$ cat src/hw/rtl/mqub_pkg.sv
package mqub_pkg;

    localparam int unsigned COUNT_W = 28;
    localparam logic [COUNT_W-1:0] COUNT_MAX = {COUNT_W{1'b1}};

    typedef enum logic [2:0] {
        PH_ID   = 3'd0,
        PH_LEN  = 3'd1,
        PH_VAL  = 3'd2,
        PH_DONE = 3'd3,
        PH_ERR  = 3'd4
    } phase_t;

    typedef enum logic [2:0] {
        K_NONE  = 3'd0,
        K_ID    = 3'd1,
        K_TOPIC = 3'd2,
        K_ERR   = 3'd3,
        K_LEFT  = 3'd4
    } kind_t;

    typedef enum logic [1:0] {
        E_NONE       = 2'd0,
        E_NO_PAYLOAD = 2'd1,
        E_ZERO_LEN   = 2'd2,
        E_OVERFLOW   = 2'd3
    } err_t;

    typedef struct packed {
        phase_t             phase;
        logic [COUNT_W-1:0] consumed;
        logic               field_cnt;
        logic [7:0]         high_hold;
        logic [15:0]        topic_left;
        logic [15:0]        packet_id;
        err_t               err;
    } state_t;

    typedef struct packed {
        kind_t       kind;
        logic [15:0] packet_id;
        logic [7:0]  topic_byte;
        logic        topic_last;
        logic        packet_done;
        err_t        error_code;
    } result_t;

    localparam state_t STATE_CLEAR = '{
        phase:      PH_ID,
        consumed:   '0,
        field_cnt:  1'b0,
        high_hold:  8'd0,
        topic_left: 16'd0,
        packet_id:  16'd0,
        err:        E_NONE
    };

endpackage

$ cat src/hw/rtl/mqtt_unsubscribe_body_parser.sv
// Parser for the variable part of an MQTT UNSUBSCRIBE packet. Each input request carries one
// body byte (s_tdata) and a restart flag (s_tuser) that clears the parser before that byte is
// taken; cfg_wdata sets the remaining length of the body; the user must write it only while
// the block is idle, and the block does not enforce this. Every input request yields exactly
// one result request: a kind code, the packet identifier seen so far, the topic byte with its
// last-byte marker, a body-complete flag and a latched error code. The block takes one byte
// per clock cycle, back to back, while the output is not stalled; results sit in a single
// result register, and a new byte is taken whenever it is empty or is being read in the same
// cycle. Errors hold until a restart, and bytes after a complete body are reported as leftover.
module mqtt_unsubscribe_body_parser (
    input  logic        aclk,
    input  logic        aresetn,

    input  logic        cfg_we,
    input  logic [27:0] cfg_wdata,   // body_length

    input  logic        s_tvalid,
    output logic        s_tready,
    input  logic [7:0]  s_tdata,     // [7:0] data_byte
    input  logic [0:0]  s_tuser,     // [0] restart

    output logic        m_tvalid,
    input  logic        m_tready,
    output logic [31:0] m_tdata,     // [15:0] packet_id, [23:16] topic_byte,
                                     // [25:24] error_code, [31:26] zero
    output logic [3:0]  m_tuser,     // [2:0] kind, [3] packet_done
    output logic        m_tlast      // topic_last
);
    import mqub_pkg::*;

    logic [COUNT_W-1:0] body_length_reg;
    state_t             state_reg;
    state_t             state_next;
    result_t            res_next;
    result_t            out_reg;
    logic               out_valid_reg;
    logic               in_accept;

    // The result register may be refilled in the same cycle it is drained.
    assign s_tready  = !out_valid_reg || m_tready;
    assign in_accept = s_tvalid && s_tready;

    mqub_core u_core (
        .cur         (state_reg),
        .data_byte   (s_tdata),
        .restart     (s_tuser[0]),
        .body_length (body_length_reg),
        .nxt         (state_next),
        .res         (res_next)
    );

    // Configuration and parser state.
    always_ff @(posedge aclk) begin
        if (!aresetn) begin
            body_length_reg <= '0;
            state_reg       <= STATE_CLEAR;
        end else begin
            if (cfg_we) begin
                body_length_reg <= cfg_wdata;
            end
            if (in_accept) begin
                state_reg <= state_next;
            end
        end
    end

    // Result register: only the valid flag is reset, the payload is loaded on acceptance.
    always_ff @(posedge aclk) begin
        if (!aresetn) begin
            out_valid_reg <= 1'b0;
        end else if (in_accept) begin
            out_valid_reg <= 1'b1;
        end else if (m_tready) begin
            out_valid_reg <= 1'b0;
        end
    end

    always_ff @(posedge aclk) begin
        if (in_accept) begin
            out_reg <= res_next;
        end
    end

    assign m_tvalid = out_valid_reg;
    assign m_tdata  = {6'd0, out_reg.error_code, out_reg.topic_byte, out_reg.packet_id};
    assign m_tuser  = {out_reg.packet_done, out_reg.kind};
    assign m_tlast  = out_reg.topic_last;

    // A completed body always closes a topic.
    assert property (@(posedge aclk) disable iff (!aresetn)
        m_tvalid && m_tuser[3] |-> m_tlast && (m_tuser[2:0] == K_TOPIC))
        else $error("packet_done without a final topic byte");

    // The error code is shown only with an error result.
    assert property (@(posedge aclk) disable iff (!aresetn)
        m_tvalid && (m_tdata[25:24] != E_NONE) |-> (m_tuser[2:0] == K_ERR))
        else $error("error code outside an error result");

    // The error phase always carries a latched cause.
    assert property (@(posedge aclk) disable iff (!aresetn)
        (state_reg.phase == PH_ERR) |-> (state_reg.err != E_NONE))
        else $error("error phase without an error code");

    // Completion and error hold until a restart.
    assert property (@(posedge aclk) disable iff (!aresetn)
        in_accept && !s_tuser[0] && (state_reg.phase == PH_DONE || state_reg.phase == PH_ERR)
        |=> (state_reg.phase == $past(state_reg.phase)))
        else $error("terminal phase left without restart");

    // A result follows every accepted byte.
    assert property (@(posedge aclk) disable iff (!aresetn)
        in_accept |=> m_tvalid)
        else $error("accepted byte produced no result");

endmodule

$ cat src/hw/rtl/mqub_core.sv
module mqub_core (
    input  mqub_pkg::state_t                  cur,
    input  logic [7:0]                        data_byte,
    input  logic                              restart,
    input  logic [mqub_pkg::COUNT_W-1:0]      body_length,
    output mqub_pkg::state_t                  nxt,
    output mqub_pkg::result_t                 res
);
    import mqub_pkg::*;

    state_t             base;
    logic [COUNT_W-1:0] cnt_inc;
    logic               at_end;
    logic [15:0]        field_word;
    logic [15:0]        left_dec;
    kind_t              kind;
    logic               tlast;
    logic               done;

    // Restart clears the parser before the byte is taken.
    assign base       = restart ? STATE_CLEAR : cur;
    assign cnt_inc    = (base.consumed != COUNT_MAX) ? base.consumed + 1'b1 : base.consumed;
    assign at_end     = (cnt_inc >= body_length);
    assign field_word = {base.high_hold, data_byte};
    assign left_dec   = (base.topic_left != 16'd0) ? base.topic_left - 16'd1 : 16'd0;

    // Next state.
    always_comb begin
        nxt = base;
        case (base.phase)
            PH_ID: begin
                nxt.consumed = cnt_inc;
                if (!base.field_cnt) begin
                    nxt.high_hold = data_byte;
                    nxt.field_cnt = 1'b1;
                end else begin
                    nxt.field_cnt = 1'b0;
                    nxt.packet_id = field_word;
                    if (at_end) begin
                        nxt.err   = E_NO_PAYLOAD;
                        nxt.phase = PH_ERR;
                    end else begin
                        nxt.phase = PH_LEN;
                    end
                end
            end
            PH_LEN: begin
                nxt.consumed = cnt_inc;
                if (!base.field_cnt) begin
                    nxt.high_hold = data_byte;
                    nxt.field_cnt = 1'b1;
                end else begin
                    nxt.field_cnt = 1'b0;
                    if (field_word == 16'd0) begin
                        nxt.err   = E_ZERO_LEN;
                        nxt.phase = PH_ERR;
                    end else if (at_end) begin
                        nxt.err   = E_OVERFLOW;
                        nxt.phase = PH_ERR;
                    end else begin
                        nxt.topic_left = field_word;
                        nxt.phase      = PH_VAL;
                    end
                end
            end
            PH_VAL: begin
                nxt.consumed   = cnt_inc;
                nxt.topic_left = left_dec;
                if (left_dec == 16'd0) begin
                    if (at_end) begin
                        nxt.phase = PH_DONE;
                    end else begin
                        nxt.phase     = PH_LEN;
                        nxt.field_cnt = 1'b0;
                    end
                end
            end
            default: begin
            end
        endcase
    end

    // Result fields.
    always_comb begin
        kind  = K_NONE;
        tlast = 1'b0;
        done  = 1'b0;
        case (base.phase)
            PH_ID: begin
                if (base.field_cnt) begin
                    kind = at_end ? K_ERR : K_ID;
                end
            end
            PH_LEN: begin
                if (base.field_cnt && (field_word == 16'd0 || at_end)) begin
                    kind = K_ERR;
                end
            end
            PH_VAL: begin
                kind = K_TOPIC;
                if (left_dec == 16'd0) begin
                    tlast = 1'b1;
                    done  = at_end;
                end
            end
            PH_ERR: begin
                kind = K_ERR;
            end
            default: begin
                kind = K_LEFT;
            end
        endcase
        res.kind        = kind;
        res.packet_id   = nxt.packet_id;
        res.topic_byte  = (kind == K_TOPIC) ? data_byte : 8'd0;
        res.topic_last  = tlast;
        res.packet_done = done;
        res.error_code  = (kind == K_ERR) ? nxt.err : E_NONE;
    end

endmodule
$ cat config.mk
export PLATFORM = sky130hd
export DESIGN_NAME = mqtt_unsubscribe_body_parser
export DESIGN_NICKNAME = d
export VERILOG_FILES = /design/src/hw/rtl/mqub_pkg.sv /design/src/hw/rtl/mqtt_unsubscribe_body_parser.sv /design/src/hw/rtl/mqub_core.sv
export SDC_FILE = /design/constraint.sdc
export NUM_CORES = 1
export LEC_CHECK = 0
export ABC_AREA = 1
export BUFFER_PORTS_ARGS = -buffer_cell sky130_fd_sc_hd__buf_2
export CAP_MARGIN = 40
export CORE_MARGIN = 1
export CORE_UTILIZATION = 35
export CTS_BUF_LIST = sky130_fd_sc_hd__clkbuf_4 sky130_fd_sc_hd__clkbuf_8 sky130_fd_sc_hd__clkbuf_16
export DETAILED_ROUTE_END_ITERATION = 10
export GPL_ROUTABILITY_DRIVEN = 0
export PLACE_DENSITY_LB_ADDON = 0.12
export SYNTH_ARGS = -nofsm -noshare
export SYNTH_HDL_FRONTEND = slang
export SYNTH_HIERARCHICAL = 1
export SYNTH_SLANG_ARGS = --single-unit
$ cat constraint.sdc
create_clock -name aclk -period 5.1 [get_ports aclk]
set_input_delay 1.02 -clock aclk [delete_from_list [all_inputs] [get_ports aclk]]
set_output_delay 1.02 -clock aclk [all_outputs]
set_load 0.05 [all_outputs]
### After elaboration in Yosys (flattened, before gate mapping)

Index checks and enable logic that the tools add are counted.

* $lt $le $gt $ge: 1
* multiplexer cells: 33
* equal/unequal tests: 6
* $add $sub $neg: 2
* reductions and logical operators: 12

Operators with widths (number)
* $pmux W32 S3: 1
* $mux W16: 5
* $mux W74: 1
* $logic_not A16 Y1: 2
* $pmux W16 S2: 1
* $add A28 B1 Y28 const B: 1
* $ge A28 B28 Y1: 1
* $mux W28: 1
* $ne A28 B28 Y1 const B: 1
* $mux W18: 1
* $mux W3: 6
* $mux W8: 2
* $reduce_bool A16 Y1: 1
* $sub A16 B1 Y16 const B: 1
* $mux W2: 7
* $pmux W3 S4: 1
* $eq A3 B2 Y1 const B: 3
* $mux W1: 6
* $pmux W2 S2: 1
* $eq A3 B1 Y1 const B: 1
* $eq A3 B3 Y1 const B: 1
* $logic_not A3 Y1: 1
* $logic_and A1 B1 Y1: 2
* $logic_or A1 B1 Y1: 2
* 4 further kinds: 4

* logic and storage cells: 69
* input bits: 42
* register bits: 134

### Logic depth before layout (Yosys ltp)

* word-level depth: 9
* depth in mapped cells: 32

### Modules after synthesis

The synthesis kept the hierarchy.

By module, submodules not included
* mqtt_unsubscribe_body_parser: area an instance 5258.8 um^2, cells an instance 650, instances 1, seq. area each 2992.9 um^2
* mqub_core: area an instance 4311.6 um^2, cells an instance 878, instances 1, seq. area each 0.0 um^2

### Worst setup path before layout

Ideal clock, no wire load.

* path kind: in2reg
* from: input s_tuser
* to: register state_reg[30] in the netlist's numbering
* buffers on the path: 3
* stages: 28
* arrival time: 4449 ps
* setup time: 64 ps
* path slack: 587 ps
* cells stage by stage: buf_6 > nor2_1 > ha_1 > nand2_1 > nor2_4 > nand2_1 > nor2_2 > nand3_1 > inv_1 > nand2_2 > buf_2 > nand2_1 > ha_1 > a21o_1 > nor2_1 > nand2_1 > a21oi_1 > nand4_1 > inv_1 > nand2_1 > buf_2 > nand2_1 > nand3_1 > nand2_1 > inv_1 > nand3_1 > nand2_1 > nor2_1

RTL lines
* start: declaration: RTL line mqtt_unsubscribe_body_parser.sv:20 `input logic [0:0] s_tuser,`
* end signal: assignment: RTL line mqtt_unsubscribe_body_parser.sv:62 `state_reg <= state_next;`
* end: declaration: RTL line mqtt_unsubscribe_body_parser.sv:32 `state_t state_reg;`

==> out/metrics.csv <==
metric,value,unit
drt wl/cell,14.3,um
fin cells,1903,
routed wire length,27300,um
# rows,60,
P_leak,5.27,nW
Tmin final,4.57,ns
number of flip-flops in the largest register,74,
antenna-violating nets left,0,
Most used DFF post-synth,dfxtp_1,
Placed Cells incl. Taps,1871,
"Slowest-stage cell, CP",ha_1,
vias per cell,4.87,
First DRT Iteration DRCs,651,
Port Buffers,74,
CP peak stage delay,0.27,ns
Worst IR Drop VDD,0.000165,V
number of nets in the layout,1621,
number of global-route vias before repair,8667,
post-layout util,39.5,%
core area,0.0269,sq mm
Worst-Skew Late Latency,0.43,ns
final period utilization,89.6,%
Setup crit end kind,flip-flop,
GRT overflow,0,
cell mode on critical path,nand2_1,
max-cap viol count,0,
Yosys reg bits,134,
CTS Buffer Depth,2,
global-route wire length before repair,44900,um
Synth cell types,44,
Final Hold Viols,0,
Mapped Area,0.00957,sq mm
Syn Area/Cell,6.26,sq um
antenna violations before repair,0,
Vias,9274,
starting density of the core,35.6,%
TritonCTS Sinks,134,
Max Clock Freq,219,MHz
FILL cells,3034,
Final Setup Violations,0,
Total Neg Setup Slack,0,ns
CTS Root Cell,clkbuf_16,
Setup Skew,0.0203,ns
PostCTS Resize Cnt,0,
DR pass1 iterations,7,
unrepaired setup endpoints after global routing,no,
"Seq/Total Area, Yosys",31.3,%
DIE WIDTH,167,um
"EDFF count, synth",31,
Die Ht,167,um
"Setup Fix Bufs, Post-CTS",0,
CP arrival,4.88,ns
Die Area,0.0280,sq mm
critical path required time,5.41,ns
ys async rst share,0,%
Ys Warns,6,
worst hold path class,flip-flop to flip-flop,
Slew @ Worst Pin,0.868,ns
largest net degree at the start of global routing,87,
post-DP HPWL,19400,um
cts hold-fix bufs,0,
CTS Buf Count,17,
Rel. slew slack,42.1,%
antenna cells,0,
crit path kind,primary input to flip-flop,
area grow syn2layout,11.0,%
"Reg clk slew, reported paths",0.07,ns
max-slew violations,0,
GRT Total Usage,20.0,%
outcome,finished clean,
pwr dens,302,mW/mm^2
share of cells above drive strength 1,11.1,%
H-tree Lvls,4,
num ports,81,
Syn Inst Count,1528,
DRC viols,0,
CTS tree,yes,
startpoint types,primary input,
CP max FO,17,
==> through the flow <==
stage	setup slack, ns	power [mW]	area (sq um)	hold slack [ns]
6_report	0.532	3.21	10600	0.481
5_1_grt	0.0621	3.38	10600	0.507
4_1_cts	0.504	3.24	10600	0.487
3_5_place_dp	0.0797	1.95	10000	0.469
3_3_place_gp	0.0679	1.94	9980	0.459
2_1_floorplan	0.587	1.79	9590	0.452
==> logic make-up after synthesis <==
kind of cell	synth area share [%]
other	0.0392
and+or+nand+nor	34.9
buffers and inverters	15.9
AOI/OAI and AO/OA	11.9
DFF	31.3
xor gates and xnor gates	2.10
adders and majority gates	3.92
==> cell usage after synthesis (2+ instances only) <==
library cell,instances,area [sq um]
buf_6,6,67.6
buf_1,3,11.3
nor2_2,10,62.6
xor2_1,15,131
clkbuf_1,17,63.8
o21ai_1,15,75.1
xnor2_1,8,70.1
o22ai_1,7,43.8
o21ai_0,87,435
nand3_1,161,806
o32ai_1,2,17.5
nor2_4,3,33.8
clkinv_1,2,7.51
buf_4,32,240
nand3b_1,3,22.5
a21o_1,2,15.0
inv_2,4,15.0
a21oi_2,3,26.3
edfxtp_1,31,931
ha_1,30,375
a21oi_1,92,460
nand2_1,331,1240
inv_1,237,890
dfxtp_1,103,2060
nand3_2,3,30.0
a22oi_1,2,15.0
nor3_2,2,20.0
nor2_1,214,803
nand2_2,8,50.1
buf_2,44,220
nand2_4,3,33.8
nor3_1,17,85.1
nand4_1,20,125
==> final timing paths <==
kind                         startpoint                    endpoint  slack, ns  depth (start not counted)
min          state_reg[36]$_SDFFE_PN0P_  state_reg[36]$_SDFFE_PN0P_       0.48                          2
max                             s_tuser  state_reg[21]$_SDFFE_PN0P_       0.53                         27
min reg2reg  state_reg[36]$_SDFFE_PN0P_  state_reg[36]$_SDFFE_PN0P_       0.48                          2
max reg2reg  state_reg[43]$_SDFFE_PN0P_  state_reg[21]$_SDFFE_PN0P_       0.95                         27
==> placed cells by master, fill, tap and decap left out, types with 5 or more instances in the layout <==
cell type	count
nand4_1	20
clkbuf_16	17
edfxtp_1	31
nand2_1	331
nor3_1	17
nand2_2	7
o21ai_0	87
xnor2_1	8
nor2_2	12
nor2_1	212
buf_4	26
nand3_1	161
o21ai_1	15
ha_1	30
a21oi_1	91
xor2_1	15
buf_2	72
dfxtp_1	103
o22ai_1	7
conb_1	6
inv_1	237
inv_8	5
==> power by group <==
part           total (mW)  internal, mW  switching, mW
Combinational       0.713         0.223          0.490
Sequential           1.21          1.16         0.0448
Clock                1.28         0.703          0.580
Total                3.21          2.09           1.12
==> area by class of cell <==
class	count	area [sq um]	share of cell area (%)
clock buffer	17	425	4.00
sequential	134	2990	28.2
multi-input combinational	1053	5100	48.0
inverter	243	912	8.59
tap	341	427	4.02
clock inverter	15	178	1.67
timing repair buffer	100	591	5.56
==> critical path, delay by kind of cell <==
kind | cells | cell delay [ns]
adder cells (fa/ha/maj) | 2 | 0.51
AO/OA/AOI/OAI | 3 | 0.45
AND/OR/NAND/NOR | 16 | 1.97
buffers and inverters | 6 | 0.92
==> routing by layer <==
layer | share of wire, % | up-vias | GRT usage (%)
met5 | 0 | - | 0
met4 | 2.1 | 0 | 6.22
met3 | 4.2 | 35 | 3.21
met2 | 48 | 200 | 34.8
met1 | 46 | 4196 | 25.0
li1 | - | 4843 | -
(Power assumes the default switching activity.)
